**src/rtl/hashed_key_max_table_core_defines.svh**
```systemverilog
// Assertion macros shared by the hashed key max table RTL.
// Expects clk_i and rst_ni in the scope of each use.
`ifndef HASHED_KEY_MAX_TABLE_CORE_DEFINES_SVH
`define HASHED_KEY_MAX_TABLE_CORE_DEFINES_SVH

// same-cycle implication
`define HKMT_ASSERT_NOW(label, ante, cons, msg) \
  label: assert property (@(posedge clk_i) disable iff (!rst_ni) (ante) |-> (cons)) \
    else $error(msg);

// next-cycle implication
`define HKMT_ASSERT_NEXT(label, ante, cons, msg) \
  label: assert property (@(posedge clk_i) disable iff (!rst_ni) (ante) |=> (cons)) \
    else $error(msg);

`endif

```
**src/rtl/hkmt_pkg.sv**
```systemverilog
// Package for the hashed key max table: sizes, codes, hash constants and
// controller/datapath command and status types. No dependencies.
`timescale 1ns / 1ps
`default_nettype none
package hkmt_pkg;

  localparam int SLOT_W  = 10;
  localparam int SLOTS   = 1 << SLOT_W;
  localparam int IDX_W   = 10;
  localparam int KEY_W   = 64;
  localparam int ENTRY_W = 1 + 2 * KEY_W;

  localparam logic [63:0] HASH_ADD = 64'h9e3779b97f4a7c15;
  localparam logic [63:0] HASH_K1  = 64'hbf58476d1ce4e5b9;
  localparam logic [63:0] HASH_K2  = 64'h94d049bb133111eb;

  localparam logic [1:0] OP_INSERT = 2'd0;
  localparam logic [1:0] OP_UPDATE = 2'd1;
  localparam logic [1:0] OP_GET    = 2'd2;

  localparam logic [1:0] ST_HIT  = 2'd0;
  localparam logic [1:0] ST_MISS = 2'd1;
  localparam logic [1:0] ST_NEW  = 2'd2;
  localparam logic [1:0] ST_FULL = 2'd3;

  typedef enum logic [3:0] {
    DP_NOP,
    DP_LOAD,
    DP_MIX30,
    DP_MIX27,
    DP_MUL,
    DP_HOME,
    DP_STEP,
    DP_RESOLVE,
    DP_CLEAR
  } dp_op_e;

  typedef struct packed {
    dp_op_e     op;
    logic [1:0] mul_step;
    logic       mul_k2;
  } dp_cmd_t;

  typedef struct packed {
    logic clear_last;
    logic probe_stop;
    logic probe_last;
    logic out_busy;
  } dp_stat_t;

endpackage
`default_nettype wire

```
**src/rtl/hkmt_ctrl.sv**
```systemverilog
// Controller for the hashed key max table: clear pass, hash sequencing,
// probe loop. Depends on hkmt_pkg and the assertion macro header.
`timescale 1ns / 1ps
`default_nettype none
`include "hashed_key_max_table_core_defines.svh"
module hkmt_ctrl
  import hkmt_pkg::*;
(
  input  wire logic     clk_i,
  input  wire logic     rst_ni,
  input  wire logic     in_valid_i,
  output logic          in_ready_o,
  input  wire dp_stat_t stat_i,
  output dp_cmd_t       cmd_o
);

  localparam logic [3:0] S_CLEAR = 4'd0;
  localparam logic [3:0] S_IDLE  = 4'd1;
  localparam logic [3:0] S_MIX30 = 4'd2;
  localparam logic [3:0] S_MUL1  = 4'd3;
  localparam logic [3:0] S_MIX27 = 4'd4;
  localparam logic [3:0] S_MUL2  = 4'd5;
  localparam logic [3:0] S_HOME  = 4'd6;
  localparam logic [3:0] S_READ  = 4'd7;
  localparam logic [3:0] S_CHECK = 4'd8;

  logic [3:0] state_q, state_d;
  logic [1:0] step_q, step_d;

  always_ff @(posedge clk_i or negedge rst_ni) begin
    if (!rst_ni) begin
      state_q <= S_CLEAR;
      step_q  <= 2'd0;
    end else begin
      state_q <= state_d;
      step_q  <= step_d;
    end
  end

  assign in_ready_o = (state_q == S_IDLE);

  always_comb begin
    state_d         = state_q;
    step_d          = step_q;
    cmd_o.op        = DP_NOP;
    cmd_o.mul_step  = step_q;
    cmd_o.mul_k2    = 1'b0;
    unique case (state_q)
      S_CLEAR: begin
        cmd_o.op = DP_CLEAR;
        if (stat_i.clear_last) state_d = S_IDLE;
      end
      S_IDLE: begin
        if (in_valid_i) begin
          cmd_o.op = DP_LOAD;
          state_d  = S_MIX30;
        end
      end
      S_MIX30: begin
        cmd_o.op = DP_MIX30;
        state_d  = S_MUL1;
      end
      S_MUL1: begin
        cmd_o.op = DP_MUL;
        step_d   = step_q + 2'd1;
        if (step_q == 2'd3) state_d = S_MIX27;
      end
      S_MIX27: begin
        cmd_o.op = DP_MIX27;
        state_d  = S_MUL2;
      end
      S_MUL2: begin
        cmd_o.op     = DP_MUL;
        cmd_o.mul_k2 = 1'b1;
        step_d       = step_q + 2'd1;
        if (step_q == 2'd3) state_d = S_HOME;
      end
      S_HOME: begin
        cmd_o.op = DP_HOME;
        state_d  = S_READ;
      end
      S_READ: begin
        state_d = S_CHECK;
      end
      S_CHECK: begin
        if (stat_i.probe_stop || stat_i.probe_last) begin
          if (!stat_i.out_busy) begin
            cmd_o.op = DP_RESOLVE;
            state_d  = S_IDLE;
          end
        end else begin
          cmd_o.op = DP_STEP;
          state_d  = S_READ;
        end
      end
      default: begin
        state_d = S_IDLE;
      end
    endcase
  end

  `HKMT_ASSERT_NOW(a_step_not_past_last, cmd_o.op == DP_STEP, !stat_i.probe_last,
    "probe stepped past the last slot")
  `HKMT_ASSERT_NOW(a_resolve_out_free, cmd_o.op == DP_RESOLVE, !stat_i.out_busy,
    "result loaded over a pending result")
  `HKMT_ASSERT_NEXT(a_accept_starts_hash, in_valid_i && in_ready_o, state_q == S_MIX30,
    "accepted transaction did not start the hash")
  `HKMT_ASSERT_NEXT(a_mul_done_step_zero,
    (state_q == S_MUL1 || state_q == S_MUL2) && step_q == 2'd3, step_q == 2'd0,
    "multiply sequence left step counter misaligned")

endmodule
`default_nettype wire

```
**config.mk**
```make
export PLATFORM = sky130hd
export DESIGN_NAME = hkmt_ctrl
export DESIGN_NICKNAME = d
export VERILOG_FILES = /design/src/rtl/hkmt_pkg.sv /design/src/rtl/hkmt_ctrl.sv
export VERILOG_INCLUDE_DIRS = /design/src /design/src/rtl
export SDC_FILE = /design/constraint.sdc
export NUM_CORES = 1
export LEC_CHECK = 0
export BUFFER_PORTS_ARGS = -buffer_cell sky130_fd_sc_hd__buf_2
export CAP_MARGIN = 40
export CELL_PAD_IN_SITES_DETAIL_PLACEMENT = 1
export CELL_PAD_IN_SITES_GLOBAL_PLACEMENT = 2
export CORE_MARGIN = 1.5
export CORE_UTILIZATION = 28
export DETAILED_ROUTE_END_ITERATION = 8
export GPL_TIMING_DRIVEN = 0
export PLACE_DENSITY = 0.87
export SLEW_MARGIN = 20
export SYNTH_ARGS = -nofsm -noshare
export SYNTH_HDL_FRONTEND = slang
export SYNTH_SLANG_ARGS = --single-unit
```
**constraint.sdc**
```tcl
create_clock -name clk_i -period 1.8 [get_ports clk_i]
set_clock_uncertainty 0.1 [all_clocks]
set_input_delay 0.36 -clock clk_i [delete_from_list [all_inputs] [get_ports clk_i]]
set_output_delay 0.36 -clock clk_i [all_outputs]
set_load 0.01 [all_outputs]
```
==> flow_summary.json, run 1 <==
{
  "synthFlopType": "dfrtp_1",
  "clk_pin_slew_ps": 40,
  "wl_per_cell_um": 13.2,
  "cts_buffers": 3,
  "fin_crit_ps": 1960,
  "num_io_pins": 15,
  "grt_use_met1_pct": 20.6,
  "rr_startpoint": "state_q[3]$_DFFE_PN0P_",
  "num_antenna_cells": 0,
  "period_share_pct": 109,
  "core_mm2": 0.00175,
  "ys.warnings.count": 0,
  "yosysSeqAreaShare_pct": 28.4,
  "cp.arrival_ps": 1500,
  "cp_max_fo": 6,
  "finalWeightedCongestion": 0.788,
  "slew_headroom_pct": 78.2,
  "drtAntennaViolNets": 0,
  "start_util_pct": 30.3,
  "hold_violations": 0,
  "outcome": "finished, violations left",
  "violations": "setup timing",
  "grt_overflow_total": 0,
  "comb_power_share_pct": 74.7,
  "final_core_util_pct": 46.4,
  "cts.htree.levels": 1,
  "switchingPower_w": 0.000664,
  "ctsLongestPathBuffers": 2,
  "die_h_um": 46.5,
  "final.setup.worst_slack_ps": -158,
  "yosys.cell_types.count": 34,
  "num_vias": 561,
  "end_kind": "output pin",
  "pwr_density_cell_mw_per_mm2": 1860,
  "hp-class": "in -> async",
  "yosys-top-cells-count": "nor2_1, dfrtp_1, nand2_1, o21ai_0",
  "grt_use_met3_pct": 4.71,
  "first_pass_iters": 4,
  "required_ps": 1340,
  "cap_viol_max_count": 0,
  "hpwl_um": 1010,
  "grtUsageTotal_pct": 16.0,
  "vdd.ir_drop.worst_v": 0.000788,
  "fmax_ghz": 0.511,
  "io_buffers": 14,
  "synth_area_per_cell_um2": 8.68,
  "reg2regPathDepth": 5,
  "fp.dieArea_mm2": 0.00216,
  "yosys.area.top_type": "dfrtp_1",
  "setup_tns_ps": -303,
  "r2r_end": "state_q[1]$_DFFE_PN0P_",
  "synth-edff-count": 0,
  "cts_root_buffer": "clkbuf_4",
  "seq_power_share_pct": 17.3,
  "synth_top_area_share_pct": 28.4,
  "setup-violations-final": 2,
  "use_met2_pct": 25.6,
  "drt-initial-drc-count": 6,
  "area_delta_synth_final_pct": 53.0,
  "synth.most_common_cell": "nor2_1",
  "rows": 15,
  "dpl.cell_count": 100,
  "tightestPinTransition_ps": 326,
  "grt_max_degree": 11,
  "syn_area_um2": 529,
  "drt_wl_total_um": 1490,
  "finalNetCount": 98,
  "clock_sinks": 6,
  "synth_area_leaders": "dfrtp_1, nor2_1, buf_4",
  "async_flop_share_pct": 100,
  "cts_tree": "yes",
  "fp.dieW_um": 46.5,
  "regToRegSetupSlack_ps": 100,
  "start_kind": "flip-flop",
  "p_sw_share_pct": 44.1,
  "top_usage_layer": "met2",
  "clockPowerShare_pct": 7.9,
  "syn_inst": 61,
  "cell_internal_pwr_w": 0.000841,
  "placed_area_um2": 631,
  "drc": 0,
  "grt_pass1_wl_um": 2400,
  "viasPerCell": 4.96,
  "drive_gt1_share_pct": 50.0,
  "leakagePower_nw": 0.353,
  "critPathKind": "reg -> out",
  "rsz0062_at_grt": "true",
  "stdcell_area_um2": 810,
  "synth_seq_cells": 6,
  "fin_cells": 113,
  "grt_pass1_vias": 557,
  "syn_nets": 69,
  "clock_latency_ps": 240,
  "final-max-slew-violation-count": 0,
  "antenna_found_initial": 0
}
-- per-stage QoR --
step / setup slack, ps / total power [W] / hold slack (ps)
floorplan: 92.9 / 0.000881 / -35.6
global placement: -79.4 / 0.00110 / 87.2
detailed placement: -101 / 0.00111 / 90.1
CTS: -191 / 0.00142 / 364
global route: -248 / 0.00165 / 368
finish: -158 / 0.00151 / 371
-- metal layers --
metal / vias to the layer above / routed length (um)
met5: - / 0
met4: 0 / 7
met3: 2 / 56
met2: 12 / 702
met1: 268 / 726
li1: 279 / -
-- timing repair --
item / in CTS / in global routing
buffers inserted: 8 / 1
hold buffers: 1 / 0
gates cloned: 0 / 0
gates resized for setup: 12 / 10
pin swaps: 3 / 2
hold endpoints to repair: 6 / 0
endpoints found under the setup margin: 5 / 5
-- kinds of logic (layout without fill, tap and decap cells) --
family                   after synthesis  count (layout)  synth area share (%)
AND/OR/NAND/NOR                       24              24                  25.8
AO/OA/AOI/OAI                         18              18                  25.8
flip-flops                             6               6                  28.4
buffers and inverters                  6              33                  6.62
XOR/XNOR                               3               3                  4.97
multiplexers                           3               3                  6.15
adder cells (fa/ha/maj)                1               1                  2.36
-- cells in the final DEF, fill, tap and decap left out, types with 2 or more instances in the layout --
master / netlist / routed
nand2_1: 4 / 4
o21ai_1: 0 / 3
buf_2: 1 / 14
a21oi_1: 3 / 3
buf_4: 3 / 8
clkbuf_4: 0 / 3
buf_6: 0 / 5
nor2_1: 7 / 7
xor2_1: 2 / 2
dfrtp_2: 0 / 2
dfrtp_1: 6 / 4
nand2b_1: 3 / 2
o2bb2ai_1: 2 / 2
-- area by class of cell --
class | count | area, um^2
Timing Repair Buffer | 24 | 155
Inverter | 2 | 7.51
Fill cell | 219 | 936
Buffer | 4 | 41.3
Multi-Input combinational cell | 49 | 399
Clock buffer | 3 | 22.5
Tap cell | 25 | 31.3
Sequential cell | 6 | 153
-- flip-flops by register name, indices dropped and copies added (netlist names) --
name and flops:
state_q 4, step_q 2
-- worst max-delay path by stage --
stage,startpoint,endpoint,slack (ps),cells past startpoint
after floorplan,state_q[0]$_DFFE_PN0P_,cmd_o[3],90,4
after detailed placement,state_q[0]$_DFFE_PN0P_,cmd_o[3],-100,5
final,state_q[0]$_DFFE_PN0P_,cmd_o[5],-160,6
after global routing,state_q[0]$_DFFE_PN0P_,cmd_o[5],-250,6
after global placement,state_q[0]$_DFFE_PN0P_,cmd_o[3],-80,5
after CTS,state_q[0]$_DFFE_PN0P_,cmd_o[3],-190,5
-- power by group through the flow --
| stage | sequential (W) | clock (W) | combinational [W] |
|---|---|---|---|
| global placement | 0.000280 | 0 | 0.000815 |
| finish | 0.000261 | 0.000119 | 0.00113 |
| detailed placement | 0.000283 | 0 | 0.000829 |
| CTS | 0.000265 | 0.000126 | 0.00103 |
| global route | 0.000271 | 0.000137 | 0.00124 |
| floorplan | 0.000275 | 0 | 0.000606 |
-- critical path, cell delays in order (launching register included) --
cell     delay [ps]
dfrtp_1         390
buf_6           140
buf_6           110
xor2_1          160
nor2_1           70
o32ai_1         210
buf_2           170
Power figures use the tool's default switching activity.
==> run 2: changes to the inputs <==
--- a/config.mk
+++ b/config.mk
@@ -15,6 +15,7 @@
 export DETAILED_ROUTE_END_ITERATION = 8
 export GPL_TIMING_DRIVEN = 0
 export PLACE_DENSITY = 0.87
+export SETUP_SLACK_MARGIN = 0.15
 export SLEW_MARGIN = 20
 export SYNTH_ARGS = -nofsm -noshare
 export SYNTH_HDL_FRONTEND = slang
==> flow_summary.json, run 2 (synthesis results as in run 1) <==
{
  "outcome": "finished, violations left",
  "violations": "setup timing",
  "fmax_ghz": 0.519,
  "grt_pass1_vias": 604,
  "finalNetCount": 100,
  "comb_power_share_pct": 76.2,
  "num_vias": 608,
  "core_mm2": 0.00175,
  "multi_input_area_um2": 427,
  "fp.dieArea_mm2": 0.00216,
  "num_io_pins": 15,
  "grt_max_degree": 11,
  "setup_tns_ps": -267,
  "final_cell_mix": "buf_2, buf_4, nor2_1, buf_6",
  "drtAntennaViolNets": 0,
  "num_antenna_cells": 0,
  "cp.arrival_ps": 1460,
  "hp-class": "in -> async",
  "wl_per_cell_um": 15.1,
  "clock_latency_ps": 240,
  "clockPowerShare_pct": 7.3,
  "cts.htree.levels": 1,
  "drive_gt1_share_pct": 58.9,
  "io_buffers": 14,
  "grt_pass1_wl_um": 2790,
  "hold_violations": 0,
  "area_delta_synth_final_pct": 61.9,
  "cp_cell_sequence": "buf_6, nor4b_4, a21oi_2, o31ai_2, buf_2",
  "final_core_util_pct": 49.1,
  "critPathBufInv": 2,
  "period_share_pct": 107,
  "drt_wl_total_um": 1740,
  "start_kind": "flip-flop",
  "clock_sinks": 6,
  "cts_buffers": 3,
  "drt-initial-drc-count": 8,
  "p_sw_share_pct": 44.4,
  "rows": 15,
  "regMostFlops": "state_q",
  "clk_pin_slew_ps": 40,
  "slowest_delay_ps": 400,
  "first_pass_iters": 4,
  "largest_reg_flops": 4,
  "drc": 0,
  "start_util_pct": 30.3,
  "seq_power_share_pct": 16.5,
  "finalWeightedCongestion": 0.839,
  "switchingPower_w": 0.000720,
  "slew_headroom_pct": 75.4,
  "seqCellArea_um2": 154,
  "pwr_density_cell_mw_per_mm2": 1890,
  "final.setup.worst_slack_ps": -125,
  "rsz0062_at_grt": "true",
  "end_kind": "output pin",
  "final_common_cell": "buf_2",
  "antenna_found_initial": 0,
  "reg2regPathDepth": 5,
  "ctsLongestPathBuffers": 2,
  "grt_overflow_total": 0,
  "leakagePower_nw": 0.378,
  "cts_tree": "yes",
  "vdd.ir_drop.worst_v": 0.000835,
  "critPathKind": "reg -> out",
  "critical_path.top_delay_family": "flip-flops",
  "final-max-slew-violation-count": 0,
  "cts_root_buffer": "clkbuf_4",
  "hpwl_um": 1010,
  "top_regs": "state_q: 4 flops, step_q: 2 flops",
  "cp_slowest_cell": "dfrtp_1",
  "cap_viol_max_count": 0,
  "die_h_um": 46.5,
  "fp.dieW_um": 46.5,
  "fin_crit_ps": 1920,
  "crit_cells": 5,
  "cell_internal_pwr_w": 0.000901,
  "tightestPinTransition_ps": 369,
  "viasPerCell": 5.29,
  "setup-violations-final": 4,
  "fillCellCount": 216,
  "required_ps": 1340,
  "grtUsageTotal_pct": 18.7,
  "cp_max_fo": 4
}
==> run 2: layer usage <==
metal	track usage, %	share of wire [%]	vias up
met5	0	0	-
met4	6.29	1.1	0
met3	5.49	5.7	4
met2	30.3	51	17
met1	23.3	42	302
li1	-	-	285
==> run 2: final cells by class <==
| cell class | count | share of cell area (%) |
|---|---|---|
| multi-input combinational | 49 | 49.8 |
| timing repair buffer | 26 | 19.4 |
| sequential | 6 | 18.0 |
| buffer | 4 | 5.69 |
| tap | 25 | 3.65 |
| clock buffer | 3 | 2.63 |
| inverter | 2 | 0.876 |
==> run 2: path summary, 6_finish.rpt <==
check	startpoint	end	slack (ps)
hold / removal	rst_ni	state_q[0]$_DFFE_PN0P_	370
setup / recovery	state_q[0]$_DFFE_PN0P_	cmd_o[3]	-120
hold reg to reg	step_q[0]$_DFFE_PN0P_	step_q[0]$_DFFE_PN0P_	400
min in group clk_i	stat_i[0]	state_q[3]$_DFFE_PN0P_	390
setup reg to reg	state_q[3]$_DFFE_PN0P_	state_q[1]$_DFFE_PN0P_	80
max in group asynchronous	rst_ni	state_q[2]$_DFFE_PN0P_	1080
==> run 2: worst reg2reg max path, cell delays in order (launching register included) <==
cell       delay (ps)
dfrtp_2           420
buf_4             140
or2_1             230
a2111oi_2         430
nand2b_4          220
o2bb2ai_1          70
==> run 2: power groups by stage <==
stage | logic (W) | registers, W | clock network (W)
global placement | 0.000824 | 0.000280 | 0
CTS | 0.00116 | 0.000264 | 0.000125
finish | 0.00124 | 0.000267 | 0.000119
floorplan | 0.000615 | 0.000275 | 0
detailed placement | 0.000837 | 0.000285 | 0
global route | 0.00135 | 0.000277 | 0.000136
==> run 2: through the flow <==
| stage | instances | instance area (um^2) | total power [W] | hold WS, ps | worst slack (ps) |
|---|---|---|---|---|---|
| after detailed placement | 100 | 636 | 0.00112 | 88.1 | -128 |
| final | 115 | 857 | 0.00162 | 374 | -125 |
| after global placement | 100 | 636 | 0.00110 | 87.5 | -76.0 |
| after CTS | 113 | 838 | 0.00155 | 363 | -113 |
| after floorplan | 61 | 534 | 0.000891 | -35.6 | 163 |
| after global routing | 115 | 857 | 0.00176 | 365 | -189 |
==> run 2: timing repair <==
item | in CTS | in global routing
hold buffers | 1 | 0
pin swaps | 2 | 0
gates cloned | 0 | 0
endpoints found under the setup margin | 6 | 8
hold endpoints to repair | 6 | 0
gates resized for setup | 27 | 1
setup buffers | 9 | 2
==> run 3: changes to the inputs <==
--- a/config.mk
+++ b/config.mk
@@ -6,15 +6,14 @@
 export SDC_FILE = /design/constraint.sdc
 export NUM_CORES = 1
 export LEC_CHECK = 0
-export BUFFER_PORTS_ARGS = -buffer_cell sky130_fd_sc_hd__buf_2
 export CAP_MARGIN = 40
 export CELL_PAD_IN_SITES_DETAIL_PLACEMENT = 1
 export CELL_PAD_IN_SITES_GLOBAL_PLACEMENT = 2
-export CORE_MARGIN = 1.5
-export CORE_UTILIZATION = 28
+export CORE_UTILIZATION = 33
 export DETAILED_ROUTE_END_ITERATION = 8
+export DONT_BUFFER_PORTS = 1
 export GPL_TIMING_DRIVEN = 0
-export PLACE_DENSITY = 0.87
+export PLACE_DENSITY = 0.84
 export SETUP_SLACK_MARGIN = 0.15
 export SLEW_MARGIN = 20
 export SYNTH_ARGS = -nofsm -noshare
==> flow_summary.json, run 3 (synthesis results as in run 1) <==
{
  "outcome": "finished, violations left",
  "violations": "setup timing",
  "cts_tree": "yes",
  "final-max-slew-violation-count": 0,
  "grt_overflow_total": 0,
  "r2r_end": "state_q[1]$_DFFE_PN0P_",
  "fin_crit_ps": 1880,
  "rr_startpoint": "state_q[3]$_DFFE_PN0P_",
  "start_util_pct": 35.1,
  "drt-initial-drc-count": 1,
  "die_h_um": 42.0,
  "viasPerCell": 5.72,
  "tightestPinTransition_ps": 357,
  "grt_use_met3_pct": 3.45,
  "dpl.cell_count": 77,
  "grt_max_degree": 11,
  "cp_slowest_cell": "dfrtp_2",
  "cts_buffers": 3,
  "cp_cell_sequence": "buf_6, buf_6, xor2_1, nor2_1, o32ai_4",
  "clk_pin_slew_ps": 40,
  "grt_use_met1_pct": 23.0,
  "cp.arrival_ps": 1420,
  "rsz0062_at_grt": "true",
  "cts.htree.levels": 1,
  "period_share_pct": 104,
  "critPathKind": "reg -> out",
  "ctsLongestPathBuffers": 2,
  "final_cell_mix": "buf_4, buf_6, nor2_1",
  "vdd.ir_drop.worst_v": 0.000865,
  "clock_latency_ps": 240,
  "grtUsageTotal_pct": 21.2,
  "wl_per_cell_um": 18.4,
  "fp.dieArea_mm2": 0.00177,
  "area_delta_synth_final_pct": 62.4,
  "fmax_ghz": 0.532,
  "first_pass_iters": 2,
  "critPathBufInv": 2,
  "slew_headroom_pct": 76.2,
  "core_mm2": 0.00151,
  "antenna_found_initial": 0,
  "reg2regPathDepth": 5,
  "slowest_delay_ps": 410,
  "use_met2_pct": 38.4,
  "clock_sinks": 6,
  "grt_pass1_wl_um": 2820,
  "final.setup.worst_slack_ps": -79.0,
  "pwr_density_cell_mw_per_mm2": 2030,
  "hpwl_um": 1010,
  "leakagePower_nw": 0.323,
  "hp-class": "in -> reg",
  "drc": 0,
  "num_io_pins": 15,
  "crit_path_frequent_cell": "buf_6",
  "regMostFlops": "state_q",
  "grt_pass1_vias": 592,
  "setup-violations-final": 2,
  "cp_max_fo": 6,
  "start_kind": "flip-flop",
  "holdWs_ps": 266,
  "setup_tns_ps": -151,
  "finalNetCount": 88,
  "required_ps": 1340,
  "rows": 14,
  "hold_violations": 0,
  "hold_start": "stat_i[0]",
  "drtAntennaViolNets": 0,
  "hold_depth": 2,
  "end_kind": "output pin",
  "fin_cells": 94,
  "num_vias": 538,
  "num_antenna_cells": 0,
  "critical_path.top_delay_family": "flip-flops",
  "min_to": "state_q[3]$_DFFE_PN0P_",
  "dp_slack_ps": -90.2,
  "drt_wl_total_um": 1730,
  "cts_root_buffer": "clkbuf_4",
  "top_usage_layer": "met2",
  "cap_viol_max_count": 0,
  "regToRegSetupSlack_ps": 170,
  "io_buffers": 0,
  "final_common_cell": "buf_4",
  "fp.dieW_um": 42.0,
  "largest_reg_flops": 4,
  "drive_gt1_share_pct": 57.7,
  "finalWeightedCongestion": 0.747,
  "top_regs": "state_q: 4 flops, step_q: 2 flops"
}
==> run 3: changes by cell type in the layout (fill, tap and decap cells not counted), moves of 2 or more <==
cell       change
nor2_1         -2
buf_6          +3
buf_2         -14
o2bb2ai_1      -2
o2bb2ai_2      +2
==> run 3: cell type report <==
type                    count  area (um^2)
multi-input cells          49          489
inverters                   2         10.0
clock buffers               3         22.5
well taps                  16         20.0
plain buffers               4         37.5
fillers                   162          647
flip-flops and latches      6          154
repair buffers             14          126
==> run 3: where the power goes <==
group	switching, W	internal [W]	total [W]
combinational	0.000710	0.000642	0.00135
clock	0.0000414	0.0000749	0.000116
sequential	0.0000691	0.000210	0.000279
==> run 3: per-layer routing <==
| metal | share of wire (%) | up-vias |
|---|---|---|
| li1 | - | 259 |
| met1 | 39 | 264 |
| met2 | 56 | 11 |
| met3 | 2.2 | 4 |
| met4 | 2.6 | 0 |
| met5 | 0 | - |
==> run 3: how the worst max path moves through the flow <==
stage,start,to,slack (ps),cells past startpoint
final,state_q[0]$_DFFE_PN0P_,cmd_o[5],-80,5
after global routing,state_q[0]$_DFFE_PN0P_,cmd_o[5],-170,5
after CTS,state_q[0]$_DFFE_PN0P_,cmd_o[3],-120,4
after detailed placement,state_q[0]$_DFFE_PN0P_,cmd_o[3],-90,4
after global placement,state_q[0]$_DFFE_PN0P_,cmd_o[3],-70,4
after floorplan,state_q[0]$_DFFE_PN0P_,cmd_o[3],160,4
==> run 3: metrics by stage <==
stage / power [W] / area [um^2] / utilization, %
after CTS: 0.00155 / 787 / 52.2
after global routing: 0.00188 / 860 / 57.1
final: 0.00175 / 860 / 57.1
after floorplan: 0.000891 / 534 / -
after detailed placement: 0.00104 / 554 / 36.8
after global placement: 0.00101 / 554 / 36.8
==> run 3: repair_timing <==
item                       in CTS  in global routing
setup endpoints to repair       6                  8
hold endpoints to repair        6                  0
resized for setup              29                 11
cloned                          0                  0
hold buffers                    1                  0
pin swaps                       8                 10
setup buffers                  10                  3
